--- config.mk ---
export PLATFORM = sky130hd
export DESIGN_NAME = mesh_element_face_canonicalizer_core
export DESIGN_NICKNAME = d
export VERILOG_FILES = /design/src/rtl/mefc_pkg.sv /design/src/rtl/mefc_face_select.sv /design/src/rtl/mefc_canon.sv /design/src/rtl/mesh_element_face_canonicalizer_core.sv
export SDC_FILE = /design/constraint.sdc
export NUM_CORES = 1
export LEC_CHECK = 0
export ABC_AREA = 1
export BUFFER_PORTS_ARGS = -buffer_cell sky130_fd_sc_hd__buf_2
export CAP_MARGIN = 20
export CORE_ASPECT_RATIO = 1.75
export CORE_MARGIN = 10
export CORE_UTILIZATION = 43
export CTS_CLUSTER_SIZE = 8
export DETAILED_ROUTE_END_ITERATION = 12
export SYNTH_ARGS = -nofsm -noshare
export SYNTH_HDL_FRONTEND = slang
export SYNTH_SLANG_ARGS = --single-unit
--- constraint.sdc ---
create_clock -name clk -period 13.4 [get_ports clk]
set_input_delay 0.67 -clock clk [delete_from_list [all_inputs] [get_ports clk]]
set_output_delay 0.67 -clock clk [all_outputs]
set_load 0.005 [all_outputs]
--- src/rtl/mefc_pkg.sv ---
`timescale 1ns / 1ps
// mesh element face canonicalizer: shared types, element kind codes and face tables
// no dependencies; used by mefc_face_select, the top level and the testbench by scoped names
package mefc_pkg;

    localparam int FIELD_BITS = 24;
    localparam int OWNER_BITS = 25;
    localparam int SID_BITS   = 16;

    localparam logic [2:0] KIND_SURF_TRIA = 3'd0;
    localparam logic [2:0] KIND_SURF_QUAD = 3'd1;
    localparam logic [2:0] KIND_TET       = 3'd2;
    localparam logic [2:0] KIND_PYRAMID   = 3'd3;
    localparam logic [2:0] KIND_PRISM     = 3'd4;
    localparam logic [2:0] KIND_HEX       = 3'd5;

    localparam logic [FIELD_BITS-1:0] CELL_MAX = {FIELD_BITS{1'b1}};

    // one face of an element: quad flag and the element vertex positions, pos[0] first
    typedef struct packed {
        logic            quad;
        logic [3:0][2:0] pos;
    } face_desc_t;

    function automatic face_desc_t make_face(input logic q, input logic [2:0] p0,
                                             input logic [2:0] p1, input logic [2:0] p2,
                                             input logic [2:0] p3);
        face_desc_t d;
        d.quad   = q;
        d.pos[0] = p0;
        d.pos[1] = p1;
        d.pos[2] = p2;
        d.pos[3] = p3;
        return d;
    endfunction

    // number of faces an element kind produces, zero for unknown kinds
    function automatic logic [2:0] face_count(input logic [2:0] kind);
        logic [2:0] n;
        unique case (kind)
            KIND_SURF_TRIA: n = 3'd1;
            KIND_SURF_QUAD: n = 3'd1;
            KIND_TET:       n = 3'd4;
            KIND_PYRAMID:   n = 3'd5;
            KIND_PRISM:     n = 3'd5;
            KIND_HEX:       n = 3'd6;
            default:        n = 3'd0;
        endcase
        return n;
    endfunction

    // face list per kind, in emission order
    function automatic face_desc_t get_face(input logic [2:0] kind, input logic [2:0] idx);
        face_desc_t d;
        d = make_face(1'b0, 3'd0, 3'd1, 3'd2, 3'd0);
        unique case (kind)
            KIND_SURF_TRIA: d = make_face(1'b0, 3'd0, 3'd1, 3'd2, 3'd0);
            KIND_SURF_QUAD: d = make_face(1'b1, 3'd0, 3'd1, 3'd2, 3'd3);
            KIND_TET:
            begin
                case (idx)
                    3'd0:    d = make_face(1'b0, 3'd0, 3'd1, 3'd3, 3'd0);
                    3'd1:    d = make_face(1'b0, 3'd1, 3'd2, 3'd3, 3'd0);
                    3'd2:    d = make_face(1'b0, 3'd3, 3'd2, 3'd0, 3'd0);
                    default: d = make_face(1'b0, 3'd0, 3'd2, 3'd1, 3'd0);
                endcase
            end
            KIND_PYRAMID:
            begin
                case (idx)
                    3'd0:    d = make_face(1'b0, 3'd4, 3'd1, 3'd2, 3'd0);
                    3'd1:    d = make_face(1'b0, 3'd4, 3'd2, 3'd3, 3'd0);
                    3'd2:    d = make_face(1'b0, 3'd3, 3'd2, 3'd0, 3'd0);
                    3'd3:    d = make_face(1'b0, 3'd0, 3'd2, 3'd1, 3'd0);
                    default: d = make_face(1'b1, 3'd0, 3'd1, 3'd4, 3'd3);
                endcase
            end
            KIND_PRISM:
            begin
                case (idx)
                    3'd0:    d = make_face(1'b0, 3'd3, 3'd4, 3'd5, 3'd0);
                    3'd1:    d = make_face(1'b0, 3'd0, 3'd2, 3'd1, 3'd0);
                    3'd2:    d = make_face(1'b1, 3'd0, 3'd1, 3'd4, 3'd3);
                    3'd3:    d = make_face(1'b1, 3'd1, 3'd2, 3'd5, 3'd4);
                    default: d = make_face(1'b1, 3'd3, 3'd5, 3'd2, 3'd0);
                endcase
            end
            KIND_HEX:
            begin
                case (idx)
                    3'd0:    d = make_face(1'b1, 3'd0, 3'd1, 3'd5, 3'd4);
                    3'd1:    d = make_face(1'b1, 3'd1, 3'd2, 3'd6, 3'd5);
                    3'd2:    d = make_face(1'b1, 3'd2, 3'd3, 3'd7, 3'd6);
                    3'd3:    d = make_face(1'b1, 3'd4, 3'd7, 3'd3, 3'd0);
                    3'd4:    d = make_face(1'b1, 3'd4, 3'd5, 3'd6, 3'd7);
                    default: d = make_face(1'b1, 3'd3, 3'd2, 3'd1, 3'd0);
                endcase
            end
            default: d = make_face(1'b0, 3'd0, 3'd1, 3'd2, 3'd0);
        endcase
        return d;
    endfunction

endpackage

--- src/rtl/mefc_face_select.sv ---
`timescale 1ns / 1ps
// face selection: picks the vertices of one face of the held element
// depends on mefc_pkg for the face tables
module mefc_face_select #(
    parameter int VW = 24
) (
    input  logic [2:0]          kind,
    input  logic [2:0]          face_idx,
    input  logic [7:0][VW-1:0]  vertices,
    output logic                quad,
    output logic                last,
    output logic [3:0][VW-1:0]  face_vert
);

    mefc_pkg::face_desc_t desc;

    always_comb
    begin
        desc = mefc_pkg::get_face(kind, face_idx);
        quad = desc.quad;
        last = (face_idx + 3'd1) == mefc_pkg::face_count(kind);
        for (int j = 0; j < 4; j++)
        begin
            face_vert[j] = vertices[desc.pos[j]];
        end
    end

endmodule

--- src/rtl/mefc_canon.sv ---
`timescale 1ns / 1ps
// face canonicalization: triangle sort with parity, quad rotate and orient
// no package dependencies
module mefc_canon #(
    parameter int VW = 24
) (
    input  logic               quad,
    input  logic [3:0][VW-1:0] v,
    output logic [3:0][VW-1:0] c,
    output logic               flipped
);

    logic [3:0][VW-1:0] t;
    logic [VW-1:0]      tmp;
    logic               tri_par;
    logic [VW-1:0]      least;
    logic [1:0]         start;
    logic [3:0][VW-1:0] r;

    always_comb
    begin
        // triangle: compare-swaps (0,1), (0,2), (1,2)
        t       = v;
        tmp     = '0;
        tri_par = 1'b0;
        if (t[0] > t[1])
        begin
            tmp = t[0]; t[0] = t[1]; t[1] = tmp; tri_par = ~tri_par;
        end
        if (t[0] > t[2])
        begin
            tmp = t[0]; t[0] = t[2]; t[2] = tmp; tri_par = ~tri_par;
        end
        if (t[1] > t[2])
        begin
            tmp = t[1]; t[1] = t[2]; t[2] = tmp; tri_par = ~tri_par;
        end
        t[3] = '0;

        // quad: first smallest vertex wins a tie
        least = v[0];
        start = 2'd0;
        for (int j = 1; j < 4; j++)
        begin
            if (v[j] < least)
            begin
                least = v[j];
                start = 2'(j);
            end
        end
        for (int j = 0; j < 4; j++)
        begin
            r[j] = v[2'(j) + start];
        end

        if (!quad)
        begin
            c       = t;
            flipped = tri_par;
        end
        else if (r[1] < r[3])
        begin
            c       = r;
            flipped = 1'b0;
        end
        else
        begin
            c[0]    = r[0];
            c[1]    = r[3];
            c[2]    = r[2];
            c[3]    = r[1];
            flipped = 1'b1;
        end
    end

endmodule

--- src/rtl/mesh_element_face_canonicalizer_core.sv ---
`timescale 1ns / 1ps
// mesh element face canonicalizer top level: element register, cell numbering, result register
// depends on mefc_pkg, mefc_face_select and mefc_canon
//
//  channel  | direction | tdata                                  | tuser / tlast
//  s_axis   | in        | restart, vertex_0..7, surface_id        | tuser: element_kind
//  m_axis   | out       | face_vertex_0..3, owner                 | tuser: face_is_quad, flipped;
//           |           |                                        | tlast: last_face
//
// one face leaves per cycle while m_axis does not stall; an element yields 1 to 6 faces, one at a time,
// through the single face selection and canonicalization path behind the element register
// the next element is taken in the cycle its last face moves into the result register
// unknown kinds are accepted but never held in the element register and produce no transfer
// reset sets the cell number to 1 and empties both registers
// an m_axis stall holds the result register and, behind it, the element register
module mesh_element_face_canonicalizer_core #(
    parameter int VERTEX_INDEX_BITS = 24
) (
    input  logic         clk,
    input  logic         rst_n,
    input  logic         s_axis_tvalid,
    output logic         s_axis_tready,
    input  logic [215:0] s_axis_tdata,   // restart, vertex_0 .. vertex_7, surface_id, zero pad
    input  logic [2:0]   s_axis_tuser,   // element_kind
    output logic         m_axis_tvalid,
    input  logic         m_axis_tready,
    output logic [127:0] m_axis_tdata,   // face_vertex_0 .. face_vertex_3, owner, zero pad
    output logic [1:0]   m_axis_tuser,   // face_is_quad, flipped
    output logic         m_axis_tlast    // last_face
);

    localparam int FB = mefc_pkg::FIELD_BITS;
    localparam int OB = mefc_pkg::OWNER_BITS;
    localparam int SB = mefc_pkg::SID_BITS;
    // only the low index bits that fit the field are meaningful
    localparam int VW = (VERTEX_INDEX_BITS < FB) ? VERTEX_INDEX_BITS : FB;

    // element register
    logic                elem_vld_reg, elem_vld_next;
    logic [2:0]          elem_kind_reg;
    logic [7:0][VW-1:0]  elem_vert_reg;
    logic [OB-1:0]       elem_owner_reg;
    logic [2:0]          face_idx_reg, face_idx_next;
    logic [FB-1:0]       cell_cnt_reg, cell_cnt_next;

    // result register
    logic                out_vld_reg, out_vld_next;
    logic [3:0][FB-1:0]  out_vert_reg;
    logic [OB-1:0]       out_owner_reg;
    logic                out_quad_reg;
    logic                out_flip_reg;
    logic                out_last_reg;

    logic                in_xfer;
    logic                out_room;
    logic                face_adv;
    logic                in_restart;
    logic [2:0]          in_kind;
    logic [7:0][VW-1:0]  in_vert;
    logic [SB-1:0]       in_sid;
    logic [FB-1:0]       cnt_base;
    logic                in_volume;
    logic                in_surface;
    logic [OB-1:0]       in_owner;

    logic                sel_quad;
    logic                sel_last;
    logic [3:0][VW-1:0]  sel_vert;
    logic [3:0][VW-1:0]  can_vert;
    logic                can_flip;

    always_comb
    begin
        in_restart = s_axis_tdata[0];
        in_kind    = s_axis_tuser;
        for (int j = 0; j < 8; j++)
        begin
            in_vert[j] = s_axis_tdata[1 + j*FB +: VW];
        end
        in_sid = s_axis_tdata[1 + 8*FB +: SB];
    end

    assign out_room      = !out_vld_reg || m_axis_tready;
    assign face_adv      = elem_vld_reg && out_room;
    assign s_axis_tready = !elem_vld_reg || (out_room && sel_last);
    assign in_xfer       = s_axis_tvalid && s_axis_tready;

    // cell numbering and owner of the incoming element
    always_comb
    begin
        cnt_base   = in_restart ? FB'(1) : cell_cnt_reg;
        in_volume  = (in_kind == mefc_pkg::KIND_TET) || (in_kind == mefc_pkg::KIND_PYRAMID) ||
                     (in_kind == mefc_pkg::KIND_PRISM) || (in_kind == mefc_pkg::KIND_HEX);
        in_surface = (in_kind == mefc_pkg::KIND_SURF_TRIA) ||
                     (in_kind == mefc_pkg::KIND_SURF_QUAD);
        if (in_surface)
            in_owner = OB'(0) - OB'(in_sid);
        else
            in_owner = OB'(cnt_base);

        cell_cnt_next = cell_cnt_reg;
        if (in_xfer)
        begin
            cell_cnt_next = cnt_base;
            if (in_volume && (cnt_base != mefc_pkg::CELL_MAX))
                cell_cnt_next = cnt_base + FB'(1);
        end
    end

    always_comb
    begin
        elem_vld_next = elem_vld_reg;
        face_idx_next = face_idx_reg;
        if (face_adv)
        begin
            if (sel_last)
                elem_vld_next = 1'b0;
            else
                face_idx_next = face_idx_reg + 3'd1;
        end
        if (in_xfer)
        begin
            elem_vld_next = in_volume || in_surface;
            face_idx_next = 3'd0;
        end

        out_vld_next = out_vld_reg;
        if (face_adv)
            out_vld_next = 1'b1;
        else if (m_axis_tready)
            out_vld_next = 1'b0;
    end

    mefc_face_select #(
        .VW (VW)
    ) u_select (
        .kind      (elem_kind_reg),
        .face_idx  (face_idx_reg),
        .vertices  (elem_vert_reg),
        .quad      (sel_quad),
        .last      (sel_last),
        .face_vert (sel_vert)
    );

    mefc_canon #(
        .VW (VW)
    ) u_canon (
        .quad    (sel_quad),
        .v       (sel_vert),
        .c       (can_vert),
        .flipped (can_flip)
    );

    always_ff @(posedge clk or negedge rst_n)
    begin
        if (!rst_n)
        begin
            elem_vld_reg <= 1'b0;
            face_idx_reg <= 3'd0;
            cell_cnt_reg <= FB'(1);
            out_vld_reg  <= 1'b0;
        end
        else
        begin
            elem_vld_reg <= elem_vld_next;
            face_idx_reg <= face_idx_next;
            cell_cnt_reg <= cell_cnt_next;
            out_vld_reg  <= out_vld_next;
        end
    end

    always_ff @(posedge clk)
    begin
        if (in_xfer)
        begin
            elem_kind_reg  <= in_kind;
            elem_vert_reg  <= in_vert;
            elem_owner_reg <= in_owner;
        end
        if (face_adv)
        begin
            for (int j = 0; j < 4; j++)
            begin
                out_vert_reg[j] <= FB'(can_vert[j]);
            end
            out_owner_reg <= elem_owner_reg;
            out_quad_reg  <= sel_quad;
            out_flip_reg  <= can_flip;
            out_last_reg  <= sel_last;
        end
    end

    assign m_axis_tvalid = out_vld_reg;
    assign m_axis_tdata  = {7'd0, out_owner_reg, out_vert_reg[3], out_vert_reg[2],
                            out_vert_reg[1], out_vert_reg[0]};
    assign m_axis_tuser  = {out_flip_reg, out_quad_reg};
    assign m_axis_tlast  = out_last_reg;

endmodule

==> results.json, run 1 <==
{
  "dp_hpwl_um": 81600,
  "drtIter0Drc": 2189,
  "antenna_left": 0,
  "fillers": 6616,
  "grt_pass1_wl_um": 160000,
  "ys_seq_area_frac": 0.388,
  "clockBufferDepth": 3,
  "stdcell_count": 5081,
  "fmax_mhz": 80.3,
  "postLayoutCellArea_mm2": 0.0328,
  "antenna_found_initial": 28,
  "wl_um": 107000,
  "worst-path-buf-inv": 14,
  "final_nets": 4528,
  "ff2ff_setup_slack_ns": 0.95,
  "postLayoutCoreUtil": 0.500,
  "fin_crit_ns": 12.45,
  "syn_inst": 3912,
  "htree_levels": 2,
  "drc": 0,
  "postCtsSetupRepairBufs": 0,
  "netlist_area_mm2": 0.0285,
  "setup_viol": 0,
  "synth_edf_count": 344,
  "layout_setup_ws_ns": 0.951,
  "rr_worst_depth": 60,
  "tightest_slew_ns": 1.11,
  "startpoint_type": "flop",
  "hold_violations": 0,
  "initial_core_util": 0.435,
  "dp_cells": 4985,
  "netlist-cell-type-count": 50,
  "vias": 28046,
  "r2r-start": "face_idx_reg[0]",
  "ys_async_sr_fraction": 0.0777,
  "critPathSlowestCell": "or4_1",
  "clk_latency_ns": 0.64,
  "register_area_mm2": 0.0111,
  "place.gp.congestion": 0.973,
  "path_delay_family": "simple AND/OR/NAND/NOR gates",
  "post-place-ws_ns": 0.767,
  "grt_overflow": 0,
  "avgSynthCellArea_um2": 7.28,
  "cts-root-buf": "clkbuf_16",
  "grt_pass1_vias": 26327,
  "status": "finished, final reports clean",
  "drive_above_1_share": 0.134,
  "wl_per_cell_um": 21.0,
  "cp-end-kind": "flop",
  "synth_seq_cells": 373,
  "cts_tree": "built",
  "drt_first_pass_iters": 5,
  "worstSetupPathType": "reg -> reg",
  "die_height_um": 361,
  "required_ns": 13.76,
  "track_usage": 0.266,
  "worst_path_largest_cell_delay_ns": 0.65,
  "period_share": 0.929,
  "io_buffers": 341,
  "critPathMostFrequentCell": "nand2_1",
  "die-area_mm2": 0.0774,
  "crit_arrival_ns": 12.81,
  "clk_pin_slew_ns": 0.05,
  "synth_warnings": 0,
  "post_dp_cell_area_mm2": 0.0312,
  "crit_fanout": 65,
  "io_pins": 356,
  "max_slew_margin": 0.263,
  "r2r-end": "m_axis_tdata[76]",
  "multi_input_area_mm2": 0.0150,
  "cap_violations": 0,
  "rows": 124,
  "grt_max_degree": 93,
  "die_x_um": 215,
  "cts_buffers": 53,
  "drv_slew": 0,
  "hold_class": "in -> async",
  "syn2layout_area_growth_pct": 15.0,
  "routed_via_density": 5.52,
  "synthFlopType": "edfxtp_1",
  "coreArea_mm2": 0.0655,
  "cts.sinks": 373,
  "skew_ns": 0.0329,
  "largest_reg_flops": 192
}
final cells by class:
type,instances,area share
multi-input combinational,2887,0.457
inverter,404,0.0466
clock inverter,5,0.00283
antenna,10,0.000764
tap,882,0.0337
clock buffer,81,0.0440
sequential,373,0.338
timing repair buffer,439,0.0776
worst max path at each step:
stage                          from          endpoint  slack [ns]  depth (start not counted)
floorplan           face_idx_reg[0]  m_axis_tdata[28]        2.29                         71
global placement    face_idx_reg[0]  m_axis_tdata[94]        0.87                         64
detailed placement  face_idx_reg[0]  m_axis_tdata[92]        0.77                         64
CTS                 face_idx_reg[0]  m_axis_tdata[76]        0.71                         64
global route        face_idx_reg[0]  m_axis_tdata[93]      -0.003                         67
finish              face_idx_reg[0]  m_axis_tdata[76]        0.95                         60
worst register-to-register path, delay by kind of cell (launching register included):
| kind | cells | cell delay (ns) |
|---|---|---|
| compound gates | 12 | 2.22 |
| simple gates | 29 | 5.42 |
| buf+inv | 14 | 2.63 |
| fa+ha+maj | 5 | 1.51 |
| flops | 1 | 0.44 |
cell usage in the layout (no fill, tap or decap), drive strengths merged, types with 74 or more instances in the layout:
cell / n
inv: 403
ha: 147
clkbuf: 81
buf: 439
nor2: 313
nand2: 1101
o21ai: 590
edfxtp: 344
a21oi: 108
o211ai: 74
nand3: 253
repair_timing:
action | CTS | global route
hold buffers | 0 | 0
setup endpoints to repair | 0 | 49
gates resized for setup | 0 | 6
cells in the mapped netlist, types with 2 or more instances:
master / number / area (um2)
xor2_1: 15 / 131
o221ai_1: 44 / 385
inv_1: 390 / 1460
nand2_2: 9 / 56.3
edfxtp_1: 344 / 10300
o21ai_1: 6 / 30.0
nand3_1: 250 / 1250
nand2_1: 1089 / 4090
nor3_1: 15 / 75.1
nand4_1: 12 / 75.1
nor2_2: 3 / 18.8
dfrtp_1: 28 / 701
a211oi_1: 13 / 97.6
buf_2: 14 / 70.1
o21bai_1: 49 / 368
nor4_1: 7 / 43.8
clkbuf_1: 188 / 706
xnor2_1: 14 / 123
a21oi_1: 105 / 526
nand3_2: 3 / 30.0
or2_2: 8 / 50.1
o21a_1: 5 / 37.5
o22ai_1: 51 / 319
clkinv_1: 4 / 15.0
inv_2: 10 / 37.5
ha_1: 147 / 1840
o211ai_1: 74 / 556
a31oi_1: 7 / 43.8
o21ai_0: 580 / 2900
mux2i_1: 3 / 30.0
nand2_4: 3 / 33.8
buf_4: 11 / 82.6
nor3b_1: 2 / 15.0
buf_6: 7 / 78.8
a21oi_2: 2 / 17.5
nor2_4: 2 / 22.5
a32o_1: 40 / 400
nor2_1: 308 / 1160
buf_1: 34 / 128
a221oi_1: 3 / 26.3
o21ai_2: 4 / 35.0
stage by stage:
| step | hold slack [ns] | TNS, ns |
|---|---|---|
| after floorplan | 0.374 | 0 |
| after global placement | 0.401 | 0 |
| after detailed placement | 0.405 | 0 |
| after CTS | 0.117 | 0 |
| after global routing | 0.147 | -0.00285 |
| final | 0.0967 | 0 |
metal layers:
metal  GRT usage  share of wire
met5           0         0.0022
met4       0.174          0.070
met3      0.0569          0.067
met2       0.444           0.47
met1       0.305           0.39
kinds of logic after synthesis:
logic type | after synthesis | share of synthesized area
mux | 3 | 0.00105
other cells | 1 | 0.000132
buf+inv | 658 | 0.0906
simple gates | 1714 | 0.243
compound gates | 987 | 0.203
flops | 373 | 0.388
fa+ha+maj | 147 | 0.0646
xor+xnor | 29 | 0.00892
Power of run 1 is not shown: default switching activity piles up to over one toggle a cycle in this logic, so the estimate is an artifact.
==> run 2, diff against run 1 <==
==> constraint.sdc (replaced) <==
create_clock -name clk -period 13.4 [get_ports clk]
set_input_delay 1.34 -clock clk [delete_from_list [all_inputs] [get_ports clk]]
set_output_delay 1.34 -clock clk [all_outputs]
set_load 0.005 [all_outputs]
==> run 2 against run 1 <==
Compared with the run above:
- core utilization grew 0.16 points
- non-clock buffer count grew 7
- highest routed layer unchanged
- die area is the same
==> results.json, run 2 (synthesis results as in run 1) <==
{
  "dp_hpwl_um": 81600,
  "cts_buffers": 53,
  "fmax_mhz": 79.2,
  "wl_per_cell_um": 21.1,
  "largest_reg_flops": 192,
  "clockBufferDepth": 3,
  "routed_via_density": 5.54,
  "cts.sinks": 373,
  "crit_fanout": 75,
  "grt_pass1_vias": 26694,
  "drv_slew": 0,
  "tightest_slew_ns": 0.981,
  "r2r-start": "face_idx_reg[0]",
  "setup_viol": 0,
  "postLayoutCoreUtil": 0.502,
  "ff2ff_setup_slack_ns": 0.78,
  "clk_latency_ns": 0.64,
  "period_share": 0.942,
  "initial_core_util": 0.435,
  "place.gp.congestion": 0.971,
  "htree_levels": 2,
  "grt_overflow": 0,
  "cts_tree": "built",
  "antenna_left": 0,
  "startpoint_type": "flop",
  "track_usage": 0.269,
  "drt_first_pass_iters": 6,
  "io_pins": 356,
  "die-area_mm2": 0.0774,
  "hold_buffers": 0,
  "cap_violations": 0,
  "hold_class": "reg -> reg",
  "fin_crit_ns": 12.62,
  "critPathMostFrequentCell": "nand2_1",
  "skew_ns": 0.0259,
  "mostFrequentLayoutCells": "1085 x nand2_1, 572 x o21ai_0, 389 x inv_1, 344 x edfxtp_1, 341 x buf_2",
  "drive_above_1_share": 0.136,
  "syn2layout_area_growth_pct": 15.4,
  "die_height_um": 361,
  "min_to": "out_owner_reg[16]",
  "post-place-ws_ns": 0.575,
  "cp-end-kind": "flop",
  "hold_violations": 0,
  "hold-path-cell-count": 0,
  "io_buffers": 341,
  "rows": 124,
  "status": "finished, final reports clean",
  "critPathSlowestCell": "o221ai_1",
  "worstSetupPathType": "reg -> reg",
  "rsz0062_at_grt": "false",
  "antenna_found_initial": 33,
  "max_slew_margin": 0.339,
  "vias": 28203,
  "final_nets": 4536,
  "crit_arrival_ns": 12.96,
  "worst_path_largest_cell_delay_ns": 0.68,
  "coreArea_mm2": 0.0655,
  "die_x_um": 215,
  "worstHoldStart": "elem_owner_reg[16]",
  "mostFrequentLayoutCell": "nand2_1",
  "fillers": 6613,
  "layout_setup_ws_ns": 0.780,
  "drtIter0Drc": 2589,
  "required_ns": 13.74,
  "grt_max_degree": 87,
  "holdWs_ns": 0.416,
  "setup_tns_ns": 0,
  "grt_pass1_wl_um": 162000,
  "cts-root-buf": "clkbuf_16",
  "r2r-end": "out_flip_reg",
  "wl_um": 108000,
  "rr_worst_depth": 64,
  "drc": 0,
  "clk_pin_slew_ns": 0.05
}
## run 2: cell types whose count changed in the layout (fill, tap and decap cells not counted), moves of 2 or more
cell	previous run	this run
diode_2	10	17
buf_4	90	95
o21ai_0	576	572
o21ai_1	10	14
clkbuf_1	27	24
nor2_2	4	6
## run 2: layout make-up
| cell class | instances | area [um2] | area share |
|---|---|---|---|
| Multi-Input combinational cell | 2888 | 15000 | 0.457 |
| Sequential cell | 373 | 11100 | 0.336 |
| Timing Repair Buffer | 446 | 2610 | 0.0795 |
| Inverter | 404 | 1530 | 0.0464 |
| Clock buffer | 77 | 1420 | 0.0431 |
| Tap cell | 882 | 1100 | 0.0336 |
| Clock inverter | 6 | 105 | 0.00320 |
| Antenna cell | 17 | 42.5 | 0.00129 |
## run 2: timing repair
| action | in CTS | in global routing |
|---|---|---|
| setup buffers | 0 | 3 |
| setup endpoints to repair | 0 | 49 |
| resized for setup | 0 | 15 |
## run 2: worst max path at each step
| stage | start | to | slack, ns | cells past startpoint |
|---|---|---|---|---|
| final | face_idx_reg[0] | out_flip_reg | 0.78 | 64 |
| after global routing | face_idx_reg[0] | m_axis_tdata[76] | 0.002 | 68 |
| after global placement | face_idx_reg[0] | m_axis_tdata[76] | 0.61 | 68 |
| after detailed placement | face_idx_reg[0] | m_axis_tdata[92] | 0.57 | 70 |
| after CTS | face_idx_reg[0] | m_axis_tdata[76] | 0.56 | 70 |
| after floorplan | face_idx_reg[0] | m_axis_tdata[28] | 2.29 | 71 |
## run 2: metrics by stage
stage / area [um2] / std cells
after floorplan: 28500 / 3918
after global placement: 31200 / 4988
after detailed placement: 31200 / 4989
after CTS: 32800 / 5072
after global routing: 32800 / 5085
final: 32900 / 5093
## run 2: worst max-delay path, delay by kind of cell, from the launching register on
kind            cells  cell delay [ns]
simple gates       28             4.46
compound gates     16             3.56
buf+inv            15             2.47
fa+ha+maj           5             1.30
flops               1             0.47
## run 2: routing by layer
layer  wire length, um  global-route usage
met1             40900               0.310
met2             51000               0.450
met3              8050              0.0592
met4              7470               0.165
met5               212                   0
Power of run 2 is left out for the same reason.
